$ cat src/rtl/core/itp_pkg.sv
// Package for the infix to postfix converter.
// Holds character codes, cell control type and the precedence functions.
// No dependencies.
`default_nettype none

package itp_pkg;

	localparam logic [7:0] CH_LPAREN = 8'h28;
	localparam logic [7:0] CH_RPAREN = 8'h29;
	localparam logic [7:0] CH_CARET  = 8'h5E;
	localparam logic [7:0] CH_STAR   = 8'h2A;
	localparam logic [7:0] CH_SLASH  = 8'h2F;
	localparam logic [7:0] CH_PCT    = 8'h25;
	localparam logic [7:0] CH_PLUS   = 8'h2B;
	localparam logic [7:0] CH_MINUS  = 8'h2D;
	localparam logic [7:0] CH_UP_A   = 8'h41;
	localparam logic [7:0] CH_UP_Z   = 8'h5A;
	localparam logic [7:0] CH_LO_A   = 8'h61;
	localparam logic [7:0] CH_LO_Z   = 8'h7A;
	localparam logic [7:0] CH_DIG_0  = 8'h30;
	localparam logic [7:0] CH_DIG_9  = 8'h39;

	typedef struct packed {
		logic push;
		logic pop;
	} itp_shift_t;

	function automatic logic is_operand(input logic [7:0] c);
		return (c >= CH_UP_A && c <= CH_UP_Z) || (c >= CH_LO_A && c <= CH_LO_Z) ||
			(c >= CH_DIG_0 && c <= CH_DIG_9);
	endfunction

	function automatic logic is_muldiv(input logic [7:0] c);
		return c == CH_STAR || c == CH_SLASH || c == CH_PCT;
	endfunction

	function automatic logic pops_before(input logic [7:0] top, input logic [7:0] inc);
		logic r;
		if (top == CH_LPAREN || inc == CH_LPAREN) begin
			r = 1'b0;
		end else if (inc == CH_RPAREN) begin
			r = 1'b1;
		end else if (inc == CH_CARET) begin
			r = 1'b0;
		end else if (top == CH_CARET) begin
			r = 1'b1;
		end else if (is_muldiv(top) && is_muldiv(inc)) begin
			r = 1'b1;
		end else begin
			r = (inc == CH_PLUS) || (inc == CH_MINUS);
		end
		return r;
	endfunction

endpackage

`default_nettype wire

$ cat src/rtl/core/itp_if.sv
// Channel interfaces of the infix to postfix converter.
// Input characters and postfix results, valid/ready handshake. No dependencies.
`default_nettype none

interface itp_in_if;
	logic       valid;
	logic       ready;
	logic       kind;
	logic [7:0] symbol;

	modport source (output valid, output kind, output symbol, input ready);
	modport sink (input valid, input kind, input symbol, output ready);
endinterface

interface itp_out_if;
	logic       valid;
	logic       ready;
	logic [7:0] out_char;
	logic       char_valid;
	logic       last;
	logic       overflow;

	modport source (output valid, output out_char, output char_valid, output last,
		output overflow, input ready);
	modport sink (input valid, input out_char, input char_valid, input last,
		input overflow, output ready);
endinterface

`default_nettype wire

$ cat src/rtl/core/itp_cell.sv
// One entry of the shifting operator stack.
// Depends on itp_pkg for the shift control type.
`default_nettype none

module itp_cell (
	input  wire logic               clk,
	input  wire itp_pkg::itp_shift_t shift,
	input  wire logic [7:0]         up_data,
	input  wire logic [7:0]         dn_data,
	output logic [7:0]              data_q
);
	import itp_pkg::*;

	always_ff @(posedge clk) begin
		if (shift.push) begin
			data_q <= up_data;
		end else if (shift.pop) begin
			data_q <= dn_data;
		end
	end

endmodule

`default_nettype wire

$ cat src/rtl/core/infix_to_postfix_converter.sv
// Infix to postfix converter: shunting-yard over a chain of stack cells, top at cell 0.
// An accepted character is registered in sym_q and the state register; the first result is
// then written to the output register from the operand, operator or flush state when free.
// Input is taken only when idle. Pops run one per cycle through cell 0 while output is free.
// Reset clears state, stack count, overflow flag and output valid; cells hold no reset.
`default_nettype none

module infix_to_postfix_converter #(
	parameter int STACK_DEPTH = 32
) (
	input  wire logic clk,
	input  wire logic arst_n,
	itp_in_if.sink    char_in,
	itp_out_if.source char_out
);
	import itp_pkg::*;

	localparam int CW = $clog2(STACK_DEPTH + 1);

	localparam logic [2:0] ST_IDLE  = 3'd0;
	localparam logic [2:0] ST_OPND  = 3'd1;
	localparam logic [2:0] ST_OP    = 3'd2;
	localparam logic [2:0] ST_OPFIN = 3'd3;
	localparam logic [2:0] ST_FLUSH = 3'd4;

	logic [2:0]    state_q, state_d;
	logic [7:0]    sym_q;
	logic [CW-1:0] cnt_q, cnt_d;
	logic          ovf_q, ovf_d;
	logic          out_valid_q;
	logic [7:0]    out_char_q;
	logic          out_cv_q, out_last_q, out_ovf_q;

	logic [7:0]    cell_data [STACK_DEPTH];
	itp_shift_t    shift;

	logic          accept, free, pop_now, fin;
	logic          emit, e_cv, e_last;
	logic [7:0]    e_char;

	assign accept = char_in.valid && char_in.ready;
	assign free   = !out_valid_q || char_out.ready;
	assign pop_now = (cnt_q != '0) && pops_before(cell_data[0], sym_q);
	assign fin    = (state_q == ST_OP && !pop_now) || state_q == ST_OPFIN;

	always_comb begin
		state_d = state_q;
		cnt_d   = cnt_q;
		ovf_d   = ovf_q;
		shift   = '0;
		emit    = 1'b0;
		e_char  = cell_data[0];
		e_cv    = 1'b1;
		e_last  = 1'b0;
		unique case (state_q)
			ST_IDLE: begin
				if (accept) begin
					if (char_in.kind) begin
						state_d = ST_FLUSH;
					end else if (is_operand(char_in.symbol)) begin
						state_d = ST_OPND;
					end else begin
						state_d = ST_OP;
					end
				end
			end
			ST_OPND: begin
				if (free) begin
					emit    = 1'b1;
					e_char  = sym_q;
					e_last  = 1'b1;
					state_d = ST_IDLE;
				end
			end
			ST_OP: begin
				if (pop_now && free) begin
					emit      = 1'b1;
					e_last    = !((cnt_q > CW'(1)) && pops_before(cell_data[1], sym_q));
					shift.pop = 1'b1;
					cnt_d     = cnt_q - CW'(1);
					if (e_last) begin
						state_d = ST_OPFIN;
					end
				end
			end
			ST_OPFIN: begin
			end
			ST_FLUSH: begin
				if (free) begin
					emit = 1'b1;
					if (cnt_q != '0) begin
						shift.pop = 1'b1;
						cnt_d     = cnt_q - CW'(1);
					end else begin
						e_char  = '0;
						e_cv    = 1'b0;
						e_last  = 1'b1;
						ovf_d   = 1'b0;
						state_d = ST_IDLE;
					end
				end
			end
			default: begin
				state_d = ST_IDLE;
			end
		endcase
		if (fin) begin
			state_d = ST_IDLE;
			if (cnt_q == '0 || sym_q != CH_RPAREN) begin
				if (cnt_q >= CW'(STACK_DEPTH)) begin
					ovf_d = 1'b1;
				end else begin
					shift.push = 1'b1;
					cnt_d      = cnt_q + CW'(1);
				end
			end else begin
				shift.pop = 1'b1;
				cnt_d     = cnt_q - CW'(1);
			end
		end
	end

	always_ff @(posedge clk or negedge arst_n) begin
		if (!arst_n) begin
			state_q     <= ST_IDLE;
			cnt_q       <= '0;
			ovf_q       <= 1'b0;
			out_valid_q <= 1'b0;
		end else begin
			state_q <= state_d;
			cnt_q   <= cnt_d;
			ovf_q   <= ovf_d;
			if (emit) begin
				out_valid_q <= 1'b1;
			end else if (char_out.ready) begin
				out_valid_q <= 1'b0;
			end
		end
	end

	always_ff @(posedge clk) begin
		if (accept) begin
			sym_q <= char_in.symbol;
		end
		if (emit) begin
			out_char_q <= e_char;
			out_cv_q   <= e_cv;
			out_last_q <= e_last;
			out_ovf_q  <= ovf_q;
		end
	end

	for (genvar i = 0; i < STACK_DEPTH; i++) begin : g_cell
		logic [7:0] up_d, dn_d;
		if (i == 0) begin : g_top
			assign up_d = sym_q;
		end else begin : g_mid
			assign up_d = cell_data[i-1];
		end
		if (i == STACK_DEPTH - 1) begin : g_bot
			assign dn_d = '0;
		end else begin : g_up
			assign dn_d = cell_data[i+1];
		end
		itp_cell u_cell (
			.clk     (clk),
			.shift   (shift),
			.up_data (up_d),
			.dn_data (dn_d),
			.data_q  (cell_data[i])
		);
	end

	assign char_in.ready       = (state_q == ST_IDLE);
	assign char_out.valid      = out_valid_q;
	assign char_out.out_char   = out_char_q;
	assign char_out.char_valid = out_cv_q;
	assign char_out.last       = out_last_q;
	assign char_out.overflow   = out_ovf_q;

`ifndef SYNTHESIS
	a_cnt_bound: assert property (@(posedge clk) disable iff (!arst_n)
		cnt_q <= CW'(STACK_DEPTH))
		else $error("stack count beyond depth");
	a_push_room: assert property (@(posedge clk) disable iff (!arst_n)
		shift.push |-> (cnt_q < CW'(STACK_DEPTH)))
		else $error("push into a full stack");
	a_marker: assert property (@(posedge clk) disable iff (!arst_n)
		(state_q == ST_FLUSH && cnt_q == '0 && free) |=>
		(char_out.valid && char_out.last && !char_out.char_valid))
		else $error("end marker missing after flush");
	a_no_accept_busy: assert property (@(posedge clk) disable iff (!arst_n)
		(state_q != ST_IDLE) |-> !char_in.ready)
		else $error("input taken while busy");
`endif

endmodule

`default_nettype wire
$ cat src/flat_wrapper.sv
// flat-port wrapper written by rule: the top's interface ports become plain ports
module infix_to_postfix_converter_flat import itp_pkg::*;
#(
	parameter int STACK_DEPTH = 32
)
  (clk, arst_n, char_in_valid, char_in_kind, char_in_symbol, char_in_ready, char_out_valid, char_out_out_char, char_out_char_valid, char_out_last, char_out_overflow, char_out_ready);
  itp_in_if char_in_i ();
  itp_out_if char_out_i ();
  input  wire logic clk;
  input  wire logic arst_n;
  input wire logic [$bits(char_in_i.valid)-1:0] char_in_valid;
  input wire logic [$bits(char_in_i.kind)-1:0] char_in_kind;
  input wire logic [$bits(char_in_i.symbol)-1:0] char_in_symbol;
  output wire logic [$bits(char_in_i.ready)-1:0] char_in_ready;
  output wire logic [$bits(char_out_i.valid)-1:0] char_out_valid;
  output wire logic [$bits(char_out_i.out_char)-1:0] char_out_out_char;
  output wire logic [$bits(char_out_i.char_valid)-1:0] char_out_char_valid;
  output wire logic [$bits(char_out_i.last)-1:0] char_out_last;
  output wire logic [$bits(char_out_i.overflow)-1:0] char_out_overflow;
  input wire logic [$bits(char_out_i.ready)-1:0] char_out_ready;
  assign char_in_i.valid = char_in_valid;
  assign char_in_i.kind = char_in_kind;
  assign char_in_i.symbol = char_in_symbol;
  assign char_in_ready = char_in_i.ready;
  assign char_out_valid = char_out_i.valid;
  assign char_out_out_char = char_out_i.out_char;
  assign char_out_char_valid = char_out_i.char_valid;
  assign char_out_last = char_out_i.last;
  assign char_out_overflow = char_out_i.overflow;
  assign char_out_i.ready = char_out_ready;
  infix_to_postfix_converter #(.STACK_DEPTH(STACK_DEPTH)) u_core (.clk(clk), .arst_n(arst_n), .char_in(char_in_i), .char_out(char_out_i));
endmodule
$ cat config.mk
export PLATFORM = sky130hd
export DESIGN_NAME = infix_to_postfix_converter_flat
export DESIGN_NICKNAME = d
export VERILOG_FILES = /design/src/rtl/core/itp_pkg.sv /design/src/rtl/core/itp_if.sv /design/src/rtl/core/itp_cell.sv /design/src/rtl/core/infix_to_postfix_converter.sv /design/src/flat_wrapper.sv
export SDC_FILE = /design/constraint.sdc
export NUM_CORES = 1
export LEC_CHECK = 0
export BUFFER_PORTS_ARGS = -buffer_cell sky130_fd_sc_hd__buf_4
export CAP_MARGIN = 20
export CORE_ASPECT_RATIO = 1.25
export CORE_MARGIN = 1.5
export CORE_UTILIZATION = 45
export CTS_BUF_LIST = sky130_fd_sc_hd__clkbuf_4 sky130_fd_sc_hd__clkbuf_8
export DETAILED_ROUTE_END_ITERATION = 8
export PLACE_DENSITY = 0.66
export SLEW_MARGIN = 20
export SYNTH_ARGS = -nofsm -noshare
export SYNTH_HDL_FRONTEND = slang
export SYNTH_HIERARCHICAL = 1
export SYNTH_SLANG_ARGS = --single-unit
$ cat constraint.sdc
create_clock -name clk -period 5 [get_ports clk]
set_clock_uncertainty 0.1 [all_clocks]
set_input_delay 0.75 -clock clk [delete_from_list [all_inputs] [get_ports clk]]
set_output_delay 0.75 -clock clk [all_outputs]
set_load 0.01 [all_outputs]
==> results.txt <==
The run finished with clean final reports. The post-synth design cell area came out at approximately 14000 um^2. The post-detailed-route DRC marker count came out at 0. The maximum fanout along the worst path came out at 20.

The final design instance area without fill came out at 15700 um^2. The maximum achievable frequency came out at approximately 0.27 GHz. The number of nets with antenna violations after routing is 0.

The number of inserted diodes came out at 0. The number of synthesized register bits came out at between 200 and 300. The horizontal die dimension came out at ~160 um.

In this run the critical register-to-register path is launched from u_core/cnt_q[0]. The register clock-pin slew on the reported worst setup and hold paths came out at 0.06 ns. STA classifies the critical path startpoint as a register. Yosys mapped a number of flops with a built-in enable equal to 275. The worst register-to-register path ends at u_core/g_cell[0].u_cell/data_q[3].

The total power density per cell area is 798 nW/um^2. STA classifies the critical path endpoint as a register. The largest incremental delay on the critical path is 0.44 ns.

In this run, CTS created clock tree buffers numbering 48. The register-to-register setup slack is between 1 and 1.5 ns. The ratio of routed vias to standard cells is roughly 5.2. The height of the die came out at 201 um. Yosys attributes the largest share of cell area to edfxtp_1 (59%), mux2_4 (27%), buf_6 (2.6%). Counting I/O delays and the setup requirement, the final critical path takes 3.72 ns.

At the pin with the least slew margin, the transition time is 0.878 ns. The first-pass detailed-route iteration total came out at 4. The hold violation count in the final report is 0. The tree is rooted in a clkbuf_8. From synthesis to final layout, the design area changed by 11.2%. The area of the die is around 32000 um^2.

The number of warnings reported in the yosys synthesis log is 6. The cell with the most instances after synthesis is edfxtp_1. Clock tree synthesis found a total of around 290 sinks. The setup path with the least slack is of type reg2reg. In this run the worst hold path is classified as in2reg. Max-cap violations in this run came to 0. The number of cell instances on the worst register-to-register path is 10. The standby leakage power is 5.82 nW.

The total congestion overflow after global routing is 0. The number of standard-cell rows in the floorplan is 72. Fill cells in the final layout number 2566. A synthesized cell averages 18.2 um^2. The critical path crosses 10 cells after its start point. The count of buffering cells on the critical path with inverters included is 2.

Across the VDD grid, the largest voltage drop is 359 uV. The async set or reset register ratio after synthesis is 0.0385. The final clock period utilization by the worst path is 0.743. The clock latency at the later pin of the worst-skew pair came out at 0.56 ns.

The number of gates resized after CTS was 0. The share of the Yosys chip area taken by registers is 0.606. The routability-driven placement congestion ratio is roughly 0.84. The gate count after technology mapping is 774. The kind of cell adding the most delay to the critical path is simple AND/OR/NAND/NOR gates.

The clock passes through at most 3 buffers. Once detailed placement completed, the half-perimeter wirelength came to 16400 um. The floorplan step defined a core boundary enclosing between 30000 and 40000 um^2. The count of buffers from port buffering is 25. The data arrival at the endpoint of the critical path is 3.82 ns.

The number of I/O pins came out at 26. The maximum level of the CTS H-tree came out at 2. The last element of the critical path is u_core/g_cell[0].u_cell/data_q[3]. The pin count of the biggest net entering global routing is 46. The number of global-route vias before repair is around 6900.

The signal on the critical path passes through inv_1, ha_1, or3b_1, nor3_2, a31oi_1, o31ai_4, o21ai_2, nor2_4, buf_4, or2_1. Setup repair after global routing left no endpoint under its margin. In the global route stage, overall resource usage came out at 0.152.

The count of pins over their slew limit is 0. TritonCTS built the clock tree. The overall via count from detail_route came out at 6657.

Tracing the worst setup path back leads to its startpoint at u_core/cnt_q[0]. For this configuration, the core starts out at a cell density of 0.456. The ratio of cells with drive above 1 in the final layout came out at 0.439. The post-layout net count is 847. The worst-path cell with the longest stage delay is dfrtp_1. The distinct cell type count after synthesis is 64. The initial antenna violation count is 0. The number of DRC markers in iteration 0 came out at 345. The commonest cells after synthesis are edfxtp_1 (275), mux2_4 (256), buf_6 (33). Summed over all layers, the routed wires come to 24200 um. The wire length per cell after detailed routing came out at 19.0 um. The worst slew slack as a fraction of its limit came out at 0.412. The placement-stage cell area is 14600 um^2.

The most used flip-flop cell after synthesis is edfxtp_1. The global-route wire length before repair is 38900 um. Summed over all failing endpoints, the final setup total negative slack is 0 ns. Data on the critical path is required at its endpoint by 5.10 ns. The share of synthesized area in the top cell type comes to 0.586. Summed over all instances, the cell type with the most area after synthesis is edfxtp_1.

Setup violations remaining at the end of the flow were counted as 0.
[flip-flops by register name (all words and copies together) (netlist names), 3 cells and up]
name,cells
u_core/char_out.out_char,8
u_core/cnt_q,6
u_core/g_cell.u_cell/data_q,256
u_core/g_cell.up_d,8
u_core/state_q,3
[per-layer routing]
| metal | wire length (um) | vias up | track usage | share of wire |
|---|---|---|---|---|
| li1 | - | 3147 | - | - |
| met1 | 11100 | 3324 | 0.208 | 0.46 |
| met2 | 11700 | 139 | 0.246 | 0.48 |
| met3 | 902 | 47 | 0.0264 | 0.037 |
| met4 | 556 | 0 | 0.0503 | 0.023 |
| met5 | 0 | - | 0 | 0 |
[metrics by stage]
stage	std cells	hold WS, ns	power [mW]	utilization	setup slack (ns)
detailed placement	1187	0.345	10.4	0.474	1.24
CTS	1278	0.244	12.6	0.507	1.25
global route	1278	0.259	13.2	0.507	0.996
finish	1278	0.281	12.5	0.507	1.28
global placement	1187	0.334	10.3	0.474	1.38
floorplan	781	0.325	9.36	-	0.235
[power breakdown]
| part | internal [mW] | switching [mW] |
|---|---|---|
| clock | 1.24 | 0.931 |
| sequential | 4.75 | 0.932 |
| combinational | 2.75 | 1.89 |
[cell families after synthesis]
kind of cell / Yosys count / share of synthesized area
DFF: 286 / 0.606
muxes: 260 / 0.276
and+or+nand+nor: 109 / 0.0479
AOI/OAI and AO/OA: 63 / 0.0334
buffers and inverters: 45 / 0.0297
xor gates and xnor gates: 7 / 0.00435
adders and majority gates: 3 / 0.00267
other: 1 / 0.000266
[area by class of cell]
class                           instances  area [um^2]  share of cell area
Clock buffer                           59          743              0.0475
Inverter                                4         15.0            0.000959
Clock inverter                         31          267              0.0170
Tap cell                              407          509              0.0325
Timing Repair Buffer                   41          423              0.0270
Multi-Input combinational cell        450         5170               0.330
Sequential cell                       286         8530               0.545
[what timing repair did]
item	CTS	global route
hold endpoints to repair	11	0
setup endpoints to repair	0	0
hold buffers	1	0
setup buffers	0	0
[how the worst min path moves through the flow]
stage,start,to,slack [ns],cells past startpoint
global route,char_in_symbol[5],u_core/g_cell[0].up_d[5],0.26,1
global placement,u_core/ovf_q,u_core/char_out.overflow,0.33,0
finish,char_in_symbol[5],u_core/g_cell[0].up_d[5],0.28,1
CTS,char_in_symbol[5],u_core/g_cell[0].up_d[5],0.24,1
floorplan,u_core/ovf_q,u_core/char_out.overflow,0.32,0
detailed placement,u_core/ovf_q,u_core/char_out.overflow,0.35,0
[layout by cell type (no fill, tap or decap), drive strengths merged, types with 12 or more instances in the layout]
master  Yosys  layout
mux2      258     258
clkinv      0      23
or2        33      33
nand2      15      15
clkbuf      7      59
edfxtp    275     275
buf        34      40
o21ai      17      17
nor2       12      12
Power figures use the tool's default switching activity.
